===== src/flpc_pkg.sv =====
// Shared types and constants for the face landmark posture classifier.
// No dependencies; imported by every module of the block.
`default_nettype none

package flpc_pkg;

    localparam int MOVE_THR_W  = 27;
    localparam int SLOPE_THR_W = 4;
    localparam int CFG_ADDR_W  = 5;
    localparam int CFG_DATA_W  = 32;
    localparam int NUM_PTS     = 3;

    localparam logic [MOVE_THR_W-1:0]  MOVE_THR_RESET  = MOVE_THR_W'(24000);
    localparam logic [SLOPE_THR_W-1:0] SLOPE_THR_RESET = SLOPE_THR_W'(3);

    typedef enum logic [2:0] {
        POSTURE_NORMAL = 3'd0,
        POSTURE_NEAR   = 3'd1,
        POSTURE_FAR    = 3'd2,
        POSTURE_LEFT   = 3'd3,
        POSTURE_RIGHT  = 3'd4,
        POSTURE_UP     = 3'd5,
        POSTURE_DOWN   = 3'd6
    } posture_t;

    typedef enum logic [2:0] {
        CFG_REF_LEFT_EYE_X  = 3'd0,
        CFG_REF_LEFT_EYE_Y  = 3'd1,
        CFG_REF_RIGHT_EYE_X = 3'd2,
        CFG_REF_RIGHT_EYE_Y = 3'd3,
        CFG_REF_MOUTH_X     = 3'd4,
        CFG_REF_MOUTH_Y     = 3'd5,
        CFG_MOVE_THRESHOLD  = 3'd6,
        CFG_SLOPE_THRESHOLD = 3'd7
    } cfg_idx_t;

    typedef struct packed {
        logic [MOVE_THR_W-1:0]  move_threshold;
        logic [SLOPE_THR_W-1:0] slope_threshold;
    } thr_cfg_t;

    typedef struct packed {
        logic any_dx_zero;
        logic all_dx_pos;
        logic all_dy_pos;
    } move_flags_t;

endpackage

`default_nettype wire


===== src/flpc_decide.sv =====
// Stages 4 and 5: scale, movement and slope compares, then the posture code
// held in the output register. Depends on flpc_pkg.
`default_nettype none

module flpc_decide import flpc_pkg::*; #(
    parameter int COORD_BITS = 12
) (
    input  wire logic                     aclk,
    input  wire logic                     aresetn,
    input  wire logic                     en,
    input  wire logic                     in_valid,
    input  wire logic [2*COORD_BITS:0]    cur_side [NUM_PTS],
    input  wire logic [2*COORD_BITS:0]    ref_side [NUM_PTS],
    input  wire logic [2*COORD_BITS+2:0]  disp,
    input  wire logic [3*COORD_BITS-1:0]  slope_term [NUM_PTS],
    input  wire logic [3*COORD_BITS-1:0]  dx_prod,
    input  wire move_flags_t              flags,
    input  wire thr_cfg_t                 thr,
    output logic                          out_valid,
    output posture_t                      posture
);

    localparam int SIDE_W = 2 * COORD_BITS + 1;
    localparam int SCL_W  = SIDE_W + 3;
    localparam int DISP_W = 2 * COORD_BITS + 3;
    localparam int DCMP_W = (DISP_W > MOVE_THR_W) ? DISP_W : MOVE_THR_W;
    localparam int TRI_W  = 3 * COORD_BITS;
    localparam int NUM_W  = TRI_W + 2;
    localparam int LIM_W  = TRI_W + SLOPE_THR_W;

    logic              v4_reg;
    logic              near_reg;
    logic              far_reg;
    logic              zero_ref_reg;
    logic              moved_reg;
    logic [NUM_W-1:0]  num_reg;
    logic [LIM_W-1:0]  lim_reg;
    move_flags_t       flags4_reg;

    logic              v5_reg;
    posture_t          posture_reg;

    logic [SCL_W-1:0]  cur5 [NUM_PTS];
    logic [SCL_W-1:0]  ref6 [NUM_PTS];
    logic [SCL_W-1:0]  ref4 [NUM_PTS];
    logic              near_all;
    logic              far_all;
    logic              zero_any;
    logic              steep;
    posture_t          posture_next;

    always_comb begin
        near_all = 1'b1;
        far_all  = 1'b1;
        zero_any = 1'b0;
        for (int i = 0; i < NUM_PTS; i++) begin
            cur5[i] = (SCL_W'(cur_side[i]) << 2) + SCL_W'(cur_side[i]);
            ref6[i] = (SCL_W'(ref_side[i]) << 2) + (SCL_W'(ref_side[i]) << 1);
            ref4[i] = SCL_W'(ref_side[i]) << 2;
            if (!(cur5[i] > ref6[i])) near_all = 1'b0;
            if (!(cur5[i] < ref4[i])) far_all = 1'b0;
            if (ref_side[i] == '0) zero_any = 1'b1;
        end
    end

    always_ff @(posedge aclk) begin
        if (!aresetn) begin
            v4_reg <= 1'b0;
            v5_reg <= 1'b0;
        end else if (en) begin
            v4_reg <= in_valid;
            v5_reg <= v4_reg;
        end
    end

    always_ff @(posedge aclk) begin
        if (en) begin
            near_reg     <= near_all;
            far_reg      <= far_all;
            zero_ref_reg <= zero_any;
            moved_reg    <= DCMP_W'(disp) > DCMP_W'(thr.move_threshold);
            num_reg      <= NUM_W'(slope_term[0]) + NUM_W'(slope_term[1])
                          + NUM_W'(slope_term[2]);
            lim_reg      <= LIM_W'(thr.slope_threshold) * LIM_W'(dx_prod);
            flags4_reg   <= flags;
            posture_reg  <= posture_next;
        end
    end

    always_comb begin
        steep = LIM_W'(num_reg) > lim_reg;
        if (zero_ref_reg) begin
            posture_next = POSTURE_NORMAL;
        end else if (near_reg) begin
            posture_next = POSTURE_NEAR;
        end else if (far_reg) begin
            posture_next = POSTURE_FAR;
        end else begin
            posture_next = POSTURE_NORMAL;
        end
        if (moved_reg) begin
            if (flags4_reg.any_dx_zero) begin
                posture_next = POSTURE_NORMAL;
            end else if (steep) begin
                posture_next = flags4_reg.all_dy_pos ? POSTURE_DOWN : POSTURE_UP;
            end else begin
                posture_next = flags4_reg.all_dx_pos ? POSTURE_LEFT : POSTURE_RIGHT;
            end
        end
    end

    assign out_valid = v5_reg;
    assign posture   = posture_reg;

endmodule

`default_nettype wire


===== config.mk =====
export PLATFORM = sky130hd
export DESIGN_NAME = flpc_decide
export DESIGN_NICKNAME = d
export VERILOG_FILES = /design/src/flpc_pkg.sv /design/src/flpc_decide.sv
export SDC_FILE = /design/constraint.sdc
export NUM_CORES = 1
export LEC_CHECK = 0
export BUFFER_PORTS_ARGS = -buffer_cell sky130_fd_sc_hd__clkbuf_2
export CAP_MARGIN = 10
export CORE_MARGIN = 2
export CORE_UTILIZATION = 40
export DETAILED_ROUTE_END_ITERATION = 8
export GPL_ROUTABILITY_DRIVEN = 0
export SLEW_MARGIN = 20
export SYNTH_ARGS = -nofsm -noshare
export SYNTH_HDL_FRONTEND = slang
export SYNTH_SLANG_ARGS = --single-unit

===== constraint.sdc =====
create_clock -name aclk -period 5.4 [get_ports aclk]
set_clock_uncertainty 0.1 [all_clocks]
set_input_delay 1.08 -clock aclk [delete_from_list [all_inputs] [get_ports aclk]]
set_output_delay 1.08 -clock aclk [all_outputs]
set_load 0.1 [all_outputs]

* Yosys cells after proc, flatten, opt, wreduce, memory -nomap -nowiden
Cells that the tools add are included.
** Operators by class
- $add $sub $neg :: 8
- $mul :: 1
- Magnitude comparators :: 8
- Multiplexer cells :: 11
- Reduce and logical (&&, ||, !) cells :: 6
** Operators with widths (count)
- 27-bit by 25-bit adder with 28-bit output :: 3
- 27-bit by 26-bit adder with 28-bit output :: 3
- 28-bit greater-than comparator :: 3
- 28-bit by 27-bit less-than comparator with 1-bit output :: 3
- 25-bit logical NOT :: 3
- 38-bit by 40-bit greater-than comparator with 1-bit output :: 1
- 4-bit by 36-bit multiplier with 40-bit output :: 1
- 37-bit by 36-bit adder with 38-bit output :: 1
- 36-bit by 36-bit adder with 37-bit output :: 1
- 27-bit greater-than comparator :: 1
- 3-bit two-way mux :: 4
- 2-bit two-way mux :: 4
- 2-bit AND reduction :: 2
- 1-bit two-way mux :: 3
- 2-bit OR reduction :: 1
** Word-level totals
- Bits in registers :: 90
- Input bits :: 359
- Output and inout port bits :: 4

* Logic depth before layout (Yosys ltp)
Gate-level depths: netlist of run 1.
- Depth in word-level cells :: 4
- Depth in mapped cells :: 21
- Mapped depth without buffers :: 21

* Worst setup path before layout of run 1
Ideal clock, no wire load.
- Kind :: in2reg
- Start point :: in cur_side[50] in the netlist's numbering
- End point :: reg far_reg (data pin)
- Arrival :: 4.840 ns
- Required time :: 5.131 ns
- Setup slack :: 0.291 ns
- Stages on the path :: 20
- Buffers on the path :: 0
- Cells stage by stage :: ha_1 > fa_1 > a21o_1 > a21oi_1 > nand2b_1 > a21oi_1 > o221a_2 > o21a_1 > a21oi_1 > mux2i_1 > nand3_1 > ha_1 > a21o_1 > a2111oi_0 > o2111ai_1 > a211oi_1 > o21ai_0 > a31oi_1 > o211ai_1 > nor4b_2
** On the way
- Word-level cells in the longest chain between the ends :: 3
** Ends and longest elaborated chain
- start, declared :: line flpc_decide.sv:12 : input wire logic [2*COORD_BITS:0] cur_side [NUM_PTS],
- 27-bit by 25-bit adder with 28-bit output :: line flpc_decide.sv:57 : cur5[i] = (SCL_W'(cur_side[i]) << 2) + SCL_W'(cur_side[i]);
- 28-bit by 27-bit less-than comparator with 1-bit output :: line flpc_decide.sv:61 : if (!(cur5[i] < ref4[i])) far_all = 1'b0;
- 1-bit two-way mux :: line flpc_decide.sv:61
- end signal, assigned :: line flpc_decide.sv:79 : far_reg <= far_all;
- end, declared :: line flpc_decide.sv:33 : logic far_reg;
No other way between the ends.
A chain may end at the register's enable or synchronous reset.

* Final worst setup path of run 1
Same ends and word-level chain as after synthesis.

==> impl_metrics.yaml, run 1 <==
status:
  status: "finished clean"
power:
  p_per_area_nw_per_um2: 222
  p_comb_share_pct: 68.8
  p_total_w: 0.00560
  p_clk_share_pct: 11.0
  swShare_pct: 45.3
  ir_drop_mv: 0.142
  intPower_w: 0.00307
  seqPwrFrac_pct: 20.2
  leakage_nw: 13.2
  p_sw_w: 0.00254
logic_synthesis:
  synth_fp_nets: 3574
  ys_types: 73
  synth.ff_latch_count: 90
  syn_avg_cell_area_um2: 8.42
  ys_top_cells_by_area: "ha_1, edfxtp_1, fa_1"
  syn_area_um2: 22100
  synth.top_cell.area_share_pct: 27.0
  synth_cells: 2627
  synth_warnings: 0
  asyncSetResetFlopFracSynth_pct: 0
  synth_most_common_cell: "ha_1"
  seq_area_frac_synth_pct: 12.1
  netlist.top_cell.by_area: "ha_1"
  synth_enable_flop_cells: 88
  synthFlopType: "edfxtp_1"
  synth_common_cells: "ha_1, inv_1, a21oi_1, nand2_1, a21o_1"
cells_and_area:
  area_growth_pct: 14.2
  largest_register_ffs: 40
  drive_gt1_share_pct: 14.8
  fin_nets: 3950
  final_core_util_pct: 46.0
cts:
  clk-insertion-delay-late_ps: 350
  cts-htree-levels: 3
  cts_tree: "yes"
  postCtsHoldBufs: 0
  cts-root-buf: "clkbuf_16"
  clock_path_buffers: 2
  clkSlewWorstSetupHoldPaths_ps: 70
  cts_made_buffers: 9
  cts.sinks: 90
timing:
  setup_viol: 0
  max_clock_freq_mhz: 195
  tightest_slew_ps: 787
  fin_ws_ps: 264
  finalCritPeriodShare_pct: 95.1
  maxSlewHeadroom_pct: 47.6
  rsz0062_at_grt: "false"
  finalCriticalPeriod_ps: 5140
  hold_ws_ps: 423
  finalHoldViolCount: 0
  slew_violations: 0
grt:
  grtUsageTotal_pct: 21.3
  grt_pass1_vias: 21100
  grt_overflow_total: 0
  grt_start_max_net_pins: 56
  grt_pass1_wl_um: 99900
  antenna_found_initial: 13
place:
  port_buffers: 362
  dp_hpwl_um: 54300
  pre_cts_ws_ps: -183
critical_path:
  critPathCaptureType: "flop"
  reg2reg_setup_slack_ps: 2370
  cp.required_ps: 5470
  cp_slowest_cell: "fa_1"
  crit_chain: "clkbuf_2, ha_1, fa_1, a21o_1, a21oi_1, nand2b_1, a21oi_1, o221a_2, o21a_1, a21oi_2, mux2i_1, nand3_1, ha_1, a21o_1, a2111oi_2, o2111ai_1, a211oi_1, o21ai_0, a31oi_1, o211ai_1, nor4b_2"
  cp_slowest_stage_delay_ps: 400
  arrival_ps: 5200
  crit_path_max_fanout: 3
  startpoint_type: "input pin"
  path_class: "in2reg"
route:
  routedWlPerCell_um: 16.6
  avgViaCountPerCell: 5.46
  drtIter0Drc: 898
  routed-via-count: 20300
  drt_wl_total_um: 61600
  route.detailed.drc: 0
  dr.pass1.iters: 5
  antenna_left: 0
die:
  num_rows: 86
  core_um2: 54900
  pin_count: 363
  die_h_um: 239
  start_util_pct: 40.3
  die_w_um: 239
  die_area_um2: 57200
job:
  maxCapViolCount: 0
worst_hold_path:
  hold_path_class: "reg2reg"
-- path summary, 6_finish.rpt --
kind                     start         end  depth (start not counted)
setup reg to reg   num_reg[14]  posture[0]                         10
hold reg to reg      out_valid   out_valid                          2
setup / recovery  cur_side[50]     far_reg                         21
hold / removal       out_valid   out_valid                          2
-- layout by cell type, fill, tap and decap left out, drive strengths merged, types with 111 or more instances in the layout --
cell type	Yosys	routed
a21o	160	160
a21oi	243	243
nand2	169	169
clkbuf	29	370
o21ai	125	125
ha	477	477
nor2	129	129
inv	309	313
fa	111	111
xnor2	111	111
-- logic make-up (layout without fill, tap and decap cells) --
kind of cell | Yosys count | in the layout | synth area share (%)
xor gates and xnor gates | 187 | 187 | 7.41
adders and majority gates | 588 | 588 | 37.0
buffers and inverters | 338 | 719 | 5.76
DFF | 90 | 90 | 12.1
muxes | 5 | 5 | 0.226
AOI/OAI and AO/OA | 745 | 745 | 21.9
other | 0 | 4 | 0
and+or+nand+nor | 674 | 674 | 15.6
-- metal layers --
| metal | vias up | part of all wire, % | global-route usage [%] | routed length, um |
|---|---|---|---|---|
| met3 | 126 | 4.0 | 3.09 | 2460 |
| li1 | 10200 | - | - | - |
| met4 | 16 | 4.1 | 8.07 | 2510 |
| met5 | - | 0.14 | 0 | 89 |
| met1 | 9560 | 41 | 23.9 | 25000 |
| met2 | 436 | 51 | 40.4 | 31600 |
-- cell type report --
type | instances | area, um^2
flip-flops and latches | 90 | 2680
well taps | 704 | 881
multi-input cells | 2199 | 18200
clock inverters | 7 | 60.1
fillers | 5415 | 29600
inverters | 309 | 1160
clock buffers | 9 | 225
repair buffers | 394 | 2050
diodes | 4 | 10.0
-- stage by stage --
stage          TNS (ps)  cells  area, um^2
4_1_cts               0   3711       25200
3_5_place_dp       -183   3695       24900
3_3_place_gp       -135   3695       24900
5_1_grt               0   3716       25300
2_1_floorplan         0   2627       22100
6_report              0   3716       25300
-- timing repair --
action,CTS,global route
setup buffers,0,1
resized for setup,0,5
endpoints found under the setup margin,0,2
hold endpoints to repair,0,0
-- power by group through the flow --
stage / logic, W / clock network, W / registers [W]
after global routing: 0.00439 / 0.000670 / 0.00115
after global placement: 0.00373 / 0 / 0.00115
after CTS: 0.00387 / 0.000642 / 0.00114
final: 0.00385 / 0.000616 / 0.00113
after floorplan: 0.00275 / 0 / 0.00111
after detailed placement: 0.00383 / 0 / 0.00115
-- worst max-delay path, delay by kind of cell --
| family | cells | cell delay, ps |
|---|---|---|
| compound gates | 13 | 2480 |
| fa+ha+maj | 3 | 810 |
| simple gates | 3 | 520 |
| mux | 1 | 210 |
| buf+inv | 1 | 90 |
Note: power is estimated with default switching activity, not from simulation.
==> run 2, diff against run 1 <==
==> constraint.sdc (replaced) <==
create_clock -name aclk -period 5.4 [get_ports aclk]
set_clock_uncertainty 0.1 [all_clocks]
set_input_delay 0.27 -clock aclk [delete_from_list [all_inputs] [get_ports aclk]]
set_output_delay 0.27 -clock aclk [all_outputs]
set_load 0.1 [all_outputs]
==> run 2 against run 1 <==
  * Combinational power fell by 2%
  * Die area did not move
  * Clock-buffer cell count did not move
  * Register-to-register slack got worse by 40 ps
  * Sequential power barely moved
  * Total power fell by 1.2%
  * Hold slack got worse by 360 ps
  * Global-route usage fell by 0.30 points
  * Critical path depth fell by 2
==> impl_metrics.yaml, run 2 (same netlist as run 1, synthesis figures left out) <==
status:
  status: "finished clean"
timing:
  tightest_slew_ps: 772
  max_clock_freq_mhz: 214
  finalHoldViolCount: 0
  finalCriticalPeriod_ps: 4680
  maxSlewHeadroom_pct: 48.0
  fin_tns_setup_ps: 0
  hold_ws_ps: 64.5
  setup_viol: 0
  rsz0062_at_grt: "false"
  finalCritPeriodShare_pct: 86.6
  slew_violations: 0
place:
  dp_hpwl_um: 53700
  port_buffers: 362
  dp_cells: 3665
power:
  leakage_nw: 13.1
  swShare_pct: 45.5
  p_per_area_nw_per_um2: 221
  p_clk_share_pct: 11.1
  seqPwrFrac_pct: 20.5
  intPower_w: 0.00302
  ir_drop_mv: 0.134
  p_sw_w: 0.00252
  p_comb_share_pct: 68.4
cts:
  clk-insertion-delay-late_ps: 350
  cts.sinks: 90
  cts_made_buffers: 9
  cts_resized: 0
  cts-htree-levels: 3
  clock_path_buffers: 2
  postCtsSetupRepairBufs: 0
  cts_tree: "yes"
  clkSlewWorstSetupHoldPaths_ps: 70
  postCtsHoldBufs: 3
  cts-root-buf: "clkbuf_16"
critical_path:
  critPathCaptureType: "flop"
  path_common_cell: "a21oi_1"
  path_class: "in2reg"
  cp_slowest_stage_delay_ps: 580
  crit_chain: "clkbuf_2, inv_1, ha_1, nor2b_1, o21ai_0, a21oi_1, o211ai_1, a31oi_1, a2111oi_0, o21bai_1, a21oi_1, xnor2_1, ha_1, nand4_1, nor4_1, nand4_1, o221ai_1, a21oi_1, and3_1"
  startpoint_type: "input pin"
  cp.required_ps: 5410
  cp_slowest_cell: "nor4_1"
  crit_path_max_fanout: 4
  arrival_ps: 4690
cells_and_area:
  final_core_util_pct: 45.6
  final_common_cell: "ha_1"
  layout_common_cells: "ha_1, clkbuf_2, inv_1"
  largest_register_ffs: 40
  area_growth_pct: 13.2
  finalNonFillerCells: 3688
  drive_gt1_share_pct: 13.7
  fin_nets: 3922
die:
  pin_count: 363
  num_rows: 86
  core_um2: 54900
  start_util_pct: 40.3
  die_w_um: 239
  die_h_um: 239
  die_area_um2: 57200
grt:
  grt_overflow_total: 0
  top_usage_layer: "met2"
  grtUsageTotal_pct: 21.1
  grt_use_met3_pct: 2.60
  grtUsageMet1_pct: 24.3
  antenna_found_initial: 10
  grt_pass1_vias: 20600
  globalRouteMet2Util_pct: 40.5
  grt_start_max_net_pins: 50
  grt_pass1_wl_um: 99000
job:
  maxCapViolCount: 0
route:
  avgViaCountPerCell: 5.45
  drtIter0Drc: 822
  routed-via-count: 20100
  route.detailed.drc: 0
  routedWlPerCell_um: 16.6
  antenna_left: 0
  drt_wl_total_um: 61100
  dr.pass1.iters: 5
worst_hold_path:
  hold_path_class: "in2reg"
-- run 2: worst paths after layout --
| check | slack (ps) | depth (start not counted) | startpoint | end |
|---|---|---|---|---|
| setup reg to reg | 2330 | 10 | num_reg[14] | posture[0] |
| hold reg to reg | 430 | 2 | v4_reg | out_valid |
| setup / recovery | 720 | 19 | ref_side[52] | near_reg |
| hold / removal | 60 | 2 | aresetn | out_valid |
-- run 2: area by class of cell --
type / instances / area [um^2]
sequential: 90 / 2680
timing repair buffer: 366 / 1850
clock buffer: 9 / 225
fill: 5425 / 29800
antenna: 4 / 10.0
tap: 704 / 881
inverter: 309 / 1160
multi-input combinational: 2199 / 18200
clock inverter: 7 / 61.3
-- run 2: per-stage QoR --
stage	setup slack (ps)	instance area, um^2	total power, W
final	722	25000	0.00554
after global routing	386	25000	0.00612
after CTS	723	25000	0.00558
after detailed placement	357	24700	0.00492
after global placement	338	24700	0.00484
after floorplan	1100	22100	0.00386
-- run 2: layer usage --
metal  wire length (um)  up-vias  part of all wire, %
met5                 92        -                 0.15
met4               1620       14                  2.6
met3               2190       90                  3.6
met2              31700      402                   52
met1              25500     9466                   42
li1                   -    10100                    -
-- run 2: power by group through the flow --
stage	combinational [W]	clock, W	sequential (W)
floorplan	0.00275	0	0.00111
CTS	0.00380	0.000636	0.00114
finish	0.00379	0.000612	0.00114
global route	0.00431	0.000662	0.00115
global placement	0.00369	0	0.00116
detailed placement	0.00376	0	0.00116
-- run 2: critical path, delay by kind of cell --
kind | cells | cell delay [ps]
AOI/OAI and AO/OA | 9 | 2100
xor gates and xnor gates | 1 | 100
adders and majority gates | 2 | 640
buffers and inverters | 2 | 210
and+or+nand+nor | 5 | 1360
