**src/flpc_pkg.sv**
```systemverilog
// Shared types and constants for the face landmark posture classifier.
// No dependencies; imported by every module of the block.
`default_nettype none

package flpc_pkg;

    localparam int MOVE_THR_W  = 27;
    localparam int SLOPE_THR_W = 4;
    localparam int CFG_ADDR_W  = 5;
    localparam int CFG_DATA_W  = 32;
    localparam int NUM_PTS     = 3;

    localparam logic [MOVE_THR_W-1:0]  MOVE_THR_RESET  = MOVE_THR_W'(24000);
    localparam logic [SLOPE_THR_W-1:0] SLOPE_THR_RESET = SLOPE_THR_W'(3);

    typedef enum logic [2:0] {
        POSTURE_NORMAL = 3'd0,
        POSTURE_NEAR   = 3'd1,
        POSTURE_FAR    = 3'd2,
        POSTURE_LEFT   = 3'd3,
        POSTURE_RIGHT  = 3'd4,
        POSTURE_UP     = 3'd5,
        POSTURE_DOWN   = 3'd6
    } posture_t;

    typedef enum logic [2:0] {
        CFG_REF_LEFT_EYE_X  = 3'd0,
        CFG_REF_LEFT_EYE_Y  = 3'd1,
        CFG_REF_RIGHT_EYE_X = 3'd2,
        CFG_REF_RIGHT_EYE_Y = 3'd3,
        CFG_REF_MOUTH_X     = 3'd4,
        CFG_REF_MOUTH_Y     = 3'd5,
        CFG_MOVE_THRESHOLD  = 3'd6,
        CFG_SLOPE_THRESHOLD = 3'd7
    } cfg_idx_t;

    typedef struct packed {
        logic [MOVE_THR_W-1:0]  move_threshold;
        logic [SLOPE_THR_W-1:0] slope_threshold;
    } thr_cfg_t;

    typedef struct packed {
        logic any_dx_zero;
        logic all_dx_pos;
        logic all_dy_pos;
    } move_flags_t;

endpackage

`default_nettype wire

```
**src/flpc_cfg.sv**
```systemverilog
// APB register file: reference triangle and the two thresholds.
// Depends on flpc_pkg.
`default_nettype none

module flpc_cfg import flpc_pkg::*; #(
    parameter int COORD_BITS = 12
) (
    input  wire logic                   aclk,
    input  wire logic                   aresetn,
    input  wire logic                   psel,
    input  wire logic                   penable,
    input  wire logic                   pwrite,
    input  wire logic [CFG_ADDR_W-1:0]  paddr,
    input  wire logic [CFG_DATA_W-1:0]  pwdata,
    output logic      [CFG_DATA_W-1:0]  prdata,
    output logic                        pready,
    output logic      [COORD_BITS-1:0]  ref_x [NUM_PTS],
    output logic      [COORD_BITS-1:0]  ref_y [NUM_PTS],
    output thr_cfg_t                    thr
);

    logic [COORD_BITS-1:0]  ref_x_reg [NUM_PTS];
    logic [COORD_BITS-1:0]  ref_y_reg [NUM_PTS];
    logic [MOVE_THR_W-1:0]  move_thr_reg;
    logic [SLOPE_THR_W-1:0] slope_thr_reg;
    cfg_idx_t               idx;
    logic                   wr_en;

    assign idx    = cfg_idx_t'(paddr[CFG_ADDR_W-1:2]);
    assign wr_en  = psel && penable && pwrite;
    assign pready = 1'b1;

    always_ff @(posedge aclk) begin
        if (!aresetn) begin
            for (int i = 0; i < NUM_PTS; i++) begin
                ref_x_reg[i] <= '0;
                ref_y_reg[i] <= '0;
            end
            move_thr_reg  <= MOVE_THR_RESET;
            slope_thr_reg <= SLOPE_THR_RESET;
        end else if (wr_en) begin
            case (idx)
                CFG_REF_LEFT_EYE_X:  ref_x_reg[0] <= pwdata[COORD_BITS-1:0];
                CFG_REF_LEFT_EYE_Y:  ref_y_reg[0] <= pwdata[COORD_BITS-1:0];
                CFG_REF_RIGHT_EYE_X: ref_x_reg[1] <= pwdata[COORD_BITS-1:0];
                CFG_REF_RIGHT_EYE_Y: ref_y_reg[1] <= pwdata[COORD_BITS-1:0];
                CFG_REF_MOUTH_X:     ref_x_reg[2] <= pwdata[COORD_BITS-1:0];
                CFG_REF_MOUTH_Y:     ref_y_reg[2] <= pwdata[COORD_BITS-1:0];
                CFG_MOVE_THRESHOLD:  move_thr_reg <= pwdata[MOVE_THR_W-1:0];
                CFG_SLOPE_THRESHOLD: slope_thr_reg <= pwdata[SLOPE_THR_W-1:0];
                default: ;
            endcase
        end
    end

    always_comb begin
        case (idx)
            CFG_REF_LEFT_EYE_X:  prdata = CFG_DATA_W'(ref_x_reg[0]);
            CFG_REF_LEFT_EYE_Y:  prdata = CFG_DATA_W'(ref_y_reg[0]);
            CFG_REF_RIGHT_EYE_X: prdata = CFG_DATA_W'(ref_x_reg[1]);
            CFG_REF_RIGHT_EYE_Y: prdata = CFG_DATA_W'(ref_y_reg[1]);
            CFG_REF_MOUTH_X:     prdata = CFG_DATA_W'(ref_x_reg[2]);
            CFG_REF_MOUTH_Y:     prdata = CFG_DATA_W'(ref_y_reg[2]);
            CFG_MOVE_THRESHOLD:  prdata = CFG_DATA_W'(move_thr_reg);
            CFG_SLOPE_THRESHOLD: prdata = CFG_DATA_W'(slope_thr_reg);
            default:             prdata = '0;
        endcase
    end

    assign ref_x = ref_x_reg;
    assign ref_y = ref_y_reg;
    assign thr.move_threshold  = move_thr_reg;
    assign thr.slope_threshold = slope_thr_reg;

endmodule

`default_nettype wire

```
**config.mk**
```make
export PLATFORM = sky130hd
export DESIGN_NAME = flpc_cfg
export DESIGN_NICKNAME = d
export VERILOG_FILES = /design/src/flpc_pkg.sv /design/src/flpc_cfg.sv
export SDC_FILE = /design/constraint.sdc
export NUM_CORES = 1
export LEC_CHECK = 0
export ABC_AREA = 1
export ABC_CLOCK_PERIOD_IN_PS = 1210
export BUFFER_PORTS_ARGS = -buffer_cell sky130_fd_sc_hd__clkbuf_2
export CELL_PAD_IN_SITES_DETAIL_PLACEMENT = 1
export CELL_PAD_IN_SITES_GLOBAL_PLACEMENT = 1
export CORE_MARGIN = 2
export CORE_UTILIZATION = 34
export DETAILED_ROUTE_END_ITERATION = 12
export GPL_TIMING_DRIVEN = 0
export PLACE_DENSITY_LB_ADDON = 0.05
export SETUP_SLACK_MARGIN = 0.4
export SLEW_MARGIN = 40
export SYNTH_ARGS = -nofsm -noshare
export SYNTH_HDL_FRONTEND = slang
export SYNTH_SLANG_ARGS = --single-unit
export TNS_END_PERCENT = 30
```
**constraint.sdc**
```tcl
create_clock -name aclk -period 1.21 [get_ports aclk]
set_input_delay 0.0605 -clock aclk [delete_from_list [all_inputs] [get_ports aclk]]
set_output_delay 0.0605 -clock aclk [all_outputs]
set_load 0.02 [all_outputs]
```
=== Word level (Yosys, flattened, before mapping) ===
Cells that the tools add are included.

* Memories kept: 0
* Bits in read-only memories: 0
* Latch bits: 0
* Register bits after elaboration: 103
* RAM bits: 0
* Output and inout port bits: 136

* Multipliers: 0
* Div/mod/pow operators: 0
* $lt $le $gt $ge: 0
* Mux-type cells: 1
* Bitwise gates (word level): 0
* Shifts and indexed selects: 0
* Add/sub/neg operators: 0
* Eq/ne operators: 7
* Reduce and logical (&&, ||, !) cells: 11

{| class="wikitable"
|+ Operators by type and width
! kind !! number
|-
| 32-bit case mux with 8 select lines || 1
|-
| 2-bit AND reduction || 8
|-
| 3-bit == test, second input constant || 4
|-
| 3-bit by 2-bit == test with 1-bit output, second input constant || 2
|-
| 3-bit by 1-bit == test with 1-bit output, second input constant || 1
|-
| 3-bit logical NOT || 1
|-
| 1-bit logical AND || 2
|}

=== Logic depth before layout (Yosys ltp) ===
Gate-level depths: netlist (run 1).

* Depth in word-level cells: 3
* Gate-level depth with buffers: 8
* Depth with buffers taken out: 6

=== Worst setup path before layout (run 1) ===
OpenSTA, ideal clock, no wires.

* Path type: input-to-output
* From: in paddr[4]
* To: out prdata[4]
* Data arrival time: 1.050 ns
* Path buffers: 3
* Required time: 1.150 ns
* Stages: 8
* Path slack: 0.100 ns
* Cells stage by stage: buf_2 -> inv_2 -> buf_2 -> buf_2 -> nand4_1 -> nand2_1 -> nor2_1 -> nand3_1

* Word-level cells in the longest chain between the ends: 2
* Elaborated cells on any way between the ends: 9
* Those cells by class: eq/ne (7); mux (1); reduce/logical (1)

{| class="wikitable"
|+ RTL lines
! item !! line !! RTL
|-
| from (decl) || flpc_cfg.sv:13 || <nowiki>input wire logic [CFG_ADDR_W-1:0] paddr,</nowiki>
|-
| 3-bit == test (tied with other cells) || flpc_cfg.sv:57 || <nowiki>case (idx)</nowiki>
|-
| 32-bit case mux with 8 select lines (*) || flpc_cfg.sv:57 ||
|-
| to (decl) || flpc_cfg.sv:15 || <nowiki>output logic [CFG_DATA_W-1:0] prdata,</nowiki>
|}

Every way passes the cells marked *; elsewhere a longest branch is shown, timed or not. The select of a mux whose other input is x is not followed.

=== Worst setup path after layout (run 1) ===
* From: reg ref_y_reg, in the netlist ref_y[26]
* To: out prdata[2]

* Word-level cells in the longest chain between the ends: 1

{| class="wikitable"
|+ RTL lines
! item !! line !! RTL
|-
| from (decl) || flpc_cfg.sv:23 || <nowiki>logic [COORD_BITS-1:0] ref_y_reg [NUM_PTS];</nowiki>
|-
| 32-bit case mux with 8 select lines || flpc_cfg.sv:57 ||
|}

Every way passes these cells. The select of a mux whose other input is x is not followed.

==> results of run 1 <==
==> kinds of logic after synthesis <==
logic type	Yosys count	share of synthesized area [%]
buffers and inverters	108	10.4
other	2	0.155
AO/OA/AOI/OAI	101	10.8
flip-flops	103	42.7
AND/OR/NAND/NOR	389	36.0
==> worst max path at each step <==
stage / startpoint / slack [ns] / endpoint / depth (start not counted)
2_1_floorplan: paddr[2] / 0.26 / move_thr_reg[0]$_SDFFE_PN0P_ / 8
3_3_place_gp: paddr[3] / -0.30 / prdata[7] / 8
3_5_place_dp: paddr[3] / -0.35 / prdata[7] / 8
4_1_cts: ref_y[8]$_SDFFE_PN0P_ / -0.13 / prdata[8] / 5
5_1_grt: ref_y[26]$_SDFFE_PN0P_ / -0.36 / prdata[2] / 5
6_report: ref_y[26]$_SDFFE_PN0P_ / -0.33 / prdata[2] / 5
==> metrics by stage <==
step / util [%] / setup TNS [ns] / cells / cell area [sq um] / setup WS (ns)
after floorplan: - / 0 / 707 / 5040 / 0.264
after global placement: 43.6 / -9.92 / 1044 / 6050 / -0.299
after detailed placement: 43.6 / -15.84 / 1044 / 6050 / -0.351
after CTS: 62.0 / -1.36 / 1112 / 8610 / -0.130
after global routing: 69.6 / -2.63 / 1137 / 9660 / -0.356
final: 69.6 / -2.25 / 1137 / 9660 / -0.330
==> cell usage in the layout (no fill, tap or decap), types with 20 or more instances in the layout <==
cell and n:
buf_4 31, buf_6 68, buf_8 105, clkbuf_2 33, dfxtp_2 75, dfxtp_4 28, inv_1 23, nand2_1 39
nand2_2 20, nand3_2 23, nand4_1 40, nor2_1 103, nor2_2 36, nor2_4 45, nor3_1 24, nor3_2 36
o21ai_0 67
==> worst register-to-register path, stage by stage, from the launching register on <==
cell	delay, ns
dfxtp_2	0.35
buf_4	0.14
o21ai_0	0.33
nor2_2	0.06
==> power by group through the flow <==
stage | clock network [mW] | registers (mW) | logic, mW
global placement | 0 | 3.55 | 0.753
global route | 2.97 | 3.44 | 1.35
CTS | 2.81 | 3.48 | 1.05
floorplan | 0 | 3.59 | 0.398
finish | 2.87 | 3.44 | 1.32
detailed placement | 0 | 3.55 | 0.770
==> area by class of cell <==
type | count | area share (%)
sequential | 103 | 23.4
inverter | 42 | 1.81
timing repair buffer | 234 | 29.9
clock buffer | 10 | 2.37
buffer | 66 | 6.06
multi-input combinational | 496 | 33.7
tap | 180 | 2.33
clock inverter | 6 | 0.376
==> what timing repair did <==
action,4_1_cts,5_1_grt
pin swaps,106,99
setup endpoints to repair,232,232
cloned,3,2
hold buffers,15,0
resized for setup,546,345
setup buffers,34,23
endpoints found under the hold margin,15,0
==> per-layer routing <==
metal  vias to the layer above  GRT usage (%)  share of wire, %
met5                         -              0                 0
met4                         0           18.5               8.5
met3                       209           6.04               8.2
met2                       511           57.6                48
met1                      3326           39.4                35
li1                       2823              -                 -
==> impl_summary.txt, run 1 <==
----------------------------------------------------
[Timing]
  Setup slack of the critical path after layout ... -0.330 ns
  Worst rel slew slack ... 52.6%
  FMAX ... 649 MHz
  Final Max Slew Viols ... 0
  Post-route worst hold slack ... 0.116 ns
  Min Tclk post-route ... 1.54 ns
  Final setup violating endpoints ... 14
  Clk_skew ... 0 ns
  RSZ-0062 raised after global routing ... true
  Transition at the pin with the smallest max-transition slack ... 0.711 ns
  Post-route clock period utilization ... 127%
  Hold violation total from the final report ... 0

[Floorplan]
  Floorplan die width ... 123 um
  Core Area ... 13900 sq um
  Die Outline Area ... 15200 sq um
  Number of core rows ... 43
  Height of the die ... 123 um
  IO Count ... 178
  Starting density of the core ... 34.8%

[Cells and area]
  Number of antenna repair diodes ... 0
  Fill cell instance count of the final layout ... 1498
  Footprint of the flip-flops and latches ... 2260 sq um
  Count of nets after finishing ... 994
  Area used by multi-input combinational logic ... 3260 sq um
  Area added between synthesis and finish ... 99.7%
  Fraction of final layout cells with drive strength greater than 1 ... 63.1%

[Clock network]
  CTS sink cnt ... 103
  CTS tree ... done
  CTS Buf Count ... 9
  Clock latency on the worst-skew pair ... 0.37 ns
  Number of levels in the clock H-tree ... 3
  Clock-pin slew of the registers on the worst-case setup and hold paths ... 0.07 ns
  Cell at the root of the clock tree ... clkbuf_16
  Maximum buffer depth of the clock tree ... 2

[Critical path]
  Kind of capture point of the worst setup path ... output port
  Worst reg2reg setup slack ... 0.22 ns
  End of the worst register-to-register path ... move_thr_reg[19]$_SDFFE_PN0P_
  Nature of the critical path startpoint ... register
  Data arrival time at the worst-slack endpoint ... 1.48 ns
  Critical setup path kind ... register to output port
  Worst path cell trace ... nand4_1 -> nand2_1 -> nor2_4 -> nand3_2 -> buf_8
  RR Startpoint ... move_thr_reg[19]$_SDFFE_PN0P_
  Critical path buffers and inverters ... 1
  Critical path peak fanout ... 3
  Peak per-stage delay on the critical path ... 0.37 ns
  Worst path top cell family by delay ... simple AND/OR/NAND/NOR gates
  Cell count of the worst reg-to-reg path ... 3
  Data required, critical path ... 1.15 ns
  CP max-delay cell ... dfxtp_4

[Pwr]
  Total Power ... 7.62 mW
  Cell Pwr Density ... 789 nW/um^2
  Clock network fraction of design power ... 37.6%
  Internal ... 5.27 mW
  Share of power burned in combinational logic ... 17.3%
  Maximum resistive drop on vdd ... 0.703 mV
  Power share of the sequential group ... 45.1%
  P_leak ... 4.10 nW
  P_sw ... 2.35 mW
  Switching power as a share of total power ... 30.9%

[Logic synthesis]
  Yosys warning count ... 0
  Cells taking the most area after synthesis ... dfxtp_1, nor2_1, o21ai_0
  Unique masters post-synth ... 23
  Synthesized area ... 4830 sq um
  Most instantiated flip-flop cell in the synthesis netlist ... dfxtp_1
  Count of flip-flops with a built-in enable after synthesis ... 0
  Flop and latch count out of synthesis ... 103
  Area share of the largest cell type after synthesis ... 42.7%
  Average instance area after synthesis ... 6.88 sq um
  Cell with the most instances after synthesis ... nor2_1
  Leading cell types by count after synthesis ... nor2_1, dfxtp_1, o21ai_0
  Number of instances in the synthesized netlist ... 703
  Cell type with the largest total area after synthesis ... dfxtp_1
  Share of synthesized area occupied by flip-flops and latches ... 42.7%
  FFs w/ async S/R, synth ... 0%

[Placed design]
  Placer's final routability congestion estimate ... 0.879
  Total of buffers placed on input and output ports ... 157
  Detailed placer's ending HPWL ... 15800 um

[Status]
  Result of the run ... complete, but fails checks
  Failing checks ... negative setup slack

[Worst hold path]
  Worst Hold Launch ... paddr[2]
  Sink of the worst hold path ... ref_y[12]$_SDFFE_PN0P_
  Worst hold path stage count ... 4
  Kind of path behind the tightest hold check ... primary input to register

[Drt]
  # DRC ... 0
  Vias per inst ... 6.04
  Count of antenna-violating nets left after detailed routing ... 0
  Initial drt markers ... 545
  Vias after detailed routing ... 6869
  Routed Wire Length ... 32300 um
  TritonRoute pass-1 iters ... 5
  Final routed wire length divided by cell count ... 28.4 um

[Global routing]
  Wire length of the first global-routing pass ... 37600 um
  Via count of the first global-routing pass ... 6465
  Maximum number of pins on one net before global-route repair ... 17
  Initial antenna violation count ... 0
  Total routing resource utilization after global routing ... 33.5%
  Grt total ovfl ... 0

[Job]
  Maximum Capacitance Violations ... 0

----------------------------------------------------
No activity file was read; power rests on OpenSTA's default activity.
==> run 2, diff against run 1 <==
CORE_MARGIN = 10   (was 2)
==> impl_summary.txt, run 2 (synthesized netlist as in run 1, its figures left out) <==
----------------------------------------------------
[Critical path]
  Critical path peak fanout ... 3
  Worst path cell trace ... nand3_1 -> nand2_2 -> nor2_4 -> nand3_2 -> buf_8
  Peak per-stage delay on the critical path ... 0.34 ns
  Cell count of the worst reg-to-reg path ... 4
  CP max-delay cell ... dfxtp_2
  Worst reg2reg setup slack ... 0.18 ns
  Data arrival time at the worst-slack endpoint ... 1.38 ns
  RR Startpoint ... move_thr_reg[21]$_SDFFE_PN0P_
  Nature of the critical path startpoint ... register
  Data required, critical path ... 1.15 ns
  Critical setup path kind ... register to output port
  Kind of capture point of the worst setup path ... output port
  End of the worst register-to-register path ... move_thr_reg[21]$_SDFFE_PN0P_

[Floorplan]
  Starting density of the core ... 34.8%
  Number of core rows ... 43
  IO Count ... 178
  Core Area ... 13900 sq um
  Die Outline Area ... 19400 sq um
  Floorplan die width ... 139 um
  Height of the die ... 139 um

[Cells and area]
  Commonest cells after routing, fill and taps aside ... buf_8, nor2_1, buf_6
  Count of nets after finishing ... 1008
  Area added between synthesis and finish ... 100%
  Footprint of the flip-flops and latches ... 2270 sq um
  Fraction of final layout cells with drive strength greater than 1 ... 62.7%
  Post-route cell area ... 9670 sq um
  Most common library cell in the layout ignoring fill and taps ... buf_8
  Final Util ... 69.7%
  Fill cell instance count of the final layout ... 1507
  Number of antenna repair diodes ... 0
  Area used by multi-input combinational logic ... 3170 sq um

[Clock network]
  Clock-pin slew of the registers on the worst-case setup and hold paths ... 0.07 ns
  Cell at the root of the clock tree ... clkbuf_16
  CTS sink cnt ... 103
  CTS tree ... done
  CTS Buf Count ... 9
  Clock latency on the worst-skew pair ... 0.37 ns
  Number of levels in the clock H-tree ... 3
  Maximum buffer depth of the clock tree ... 2

[Pwr]
  Total Power ... 7.68 mW
  P_leak ... 4.12 nW
  Maximum resistive drop on vdd ... 1.33 mV
  Cell Pwr Density ... 794 nW/um^2

[Status]
  Failing checks ... negative setup slack
  Result of the run ... complete, but fails checks

[Drt]
  Vias per inst ... 6.08
  # DRC ... 0
  Initial drt markers ... 692
  Routed Wire Length ... 34900 um
  Vias after detailed routing ... 6996
  TritonRoute pass-1 iters ... 5
  Final routed wire length divided by cell count ... 30.3 um
  Count of antenna-violating nets left after detailed routing ... 0

[Global routing]
  Wire length of the first global-routing pass ... 40700 um
  Via count of the first global-routing pass ... 6701
  Total routing resource utilization after global routing ... 26.5%
  Maximum number of pins on one net before global-route repair ... 16
  Grt total ovfl ... 0
  Initial antenna violation count ... 0

[Timing]
  Final Max Slew Viols ... 0
  Worst rel slew slack ... 41.5%
  Min Tclk post-route ... 1.44 ns
  Hold violation total from the final report ... 0
  Setup slack of the critical path after layout ... -0.230 ns
  Clk_skew ... 0 ns
  FMAX ... 694 MHz
  RSZ-0062 raised after global routing ... true
  Final setup violating endpoints ... 12
  Post-route worst hold slack ... 0.0971 ns
  Transition at the pin with the smallest max-transition slack ... 0.878 ns
  Post-route clock period utilization ... 119%

[Worst hold path]
  Worst hold path stage count ... 3
  Worst Hold Launch ... pwdata[1]
  Sink of the worst hold path ... slope_thr_reg[1]$_SDFFE_PN1P_
  Kind of path behind the tightest hold check ... primary input to register

[Placed design]
  Instance area after placement ... 6050 sq um
  Pre-CTS worst setup slack ... -0.352 ns
  Total of buffers placed on input and output ports ... 157
  Detailed placer's ending HPWL ... 17200 um
  Placer's final routability congestion estimate ... 0.862

[Job]
  Maximum Capacitance Violations ... 0

----------------------------------------------------
==> run 2: worst max-delay path by stage <==
stage | to | slack [ns] | depth (start not counted) | start
2_1_floorplan | move_thr_reg[0]$_SDFFE_PN0P_ | 0.26 | 8 | paddr[2]
3_3_place_gp | prdata[7] | -0.30 | 8 | paddr[3]
3_5_place_dp | prdata[7] | -0.35 | 8 | paddr[3]
4_1_cts | prdata[8] | -0.12 | 5 | ref_y[8]$_SDFFE_PN0P_
5_1_grt | prdata[0] | -0.23 | 5 | ref_x[0]$_SDFFE_PN0P_
6_report | prdata[0] | -0.23 | 5 | ref_x[0]$_SDFFE_PN0P_
==> run 2: worst max-delay path: cells and delay by family (launching register included) <==
kind | cells | cell delay [ns]
and+or+nand+nor | 4 | 0.51
DFF | 1 | 0.34
buffers and inverters | 1 | 0.15
==> run 2: final cells by class <==
class / count / area share (%)
Multi-Input combinational cell: 497 / 32.8
Timing Repair Buffer: 247 / 31.3
Sequential cell: 103 / 23.4
Buffer: 66 / 5.56
Clock buffer: 11 / 2.51
Tap cell: 180 / 2.33
Inverter: 42 / 1.89
Clock inverter: 4 / 0.233
==> run 2: power breakdown <==
part / internal [mW] / total (mW) / switching [mW] / leakage [nW]
sequential: 3.38 / 3.43 / 0.0569 / 0.884
clock: 1.44 / 2.94 / 1.50 / 0.131
combinational: 0.489 / 1.31 / 0.818 / 3.10
==> run 2: metrics by stage <==
step	setup TNS (ns)	cells
2_1_floorplan	0	707
3_3_place_gp	-9.53	1044
3_5_place_dp	-14.68	1044
4_1_cts	-1.28	1112
5_1_grt	-2.47	1150
6_report	-2.23	1150
==> run 2: metal layers <==
layer	up-vias	global-route usage (%)	share of wire [%]	wire length, um
li1	2856	-	-	-
met1	3444	30.0	36	12500
met2	543	45.0	49	17100
met3	153	7.01	8.9	3110
met4	0	13.3	6.2	2170
met5	-	0	0	0
==> run 2: repair_timing <==
item | 4_1_cts | 5_1_grt
pin swaps | 117 | 110
cloned | 1 | 5
setup buffers | 37 | 33
hold buffers | 15 | 0
setup endpoints to repair | 231 | 231
resized for setup | 527 | 370
endpoints found under the hold margin | 15 | 0
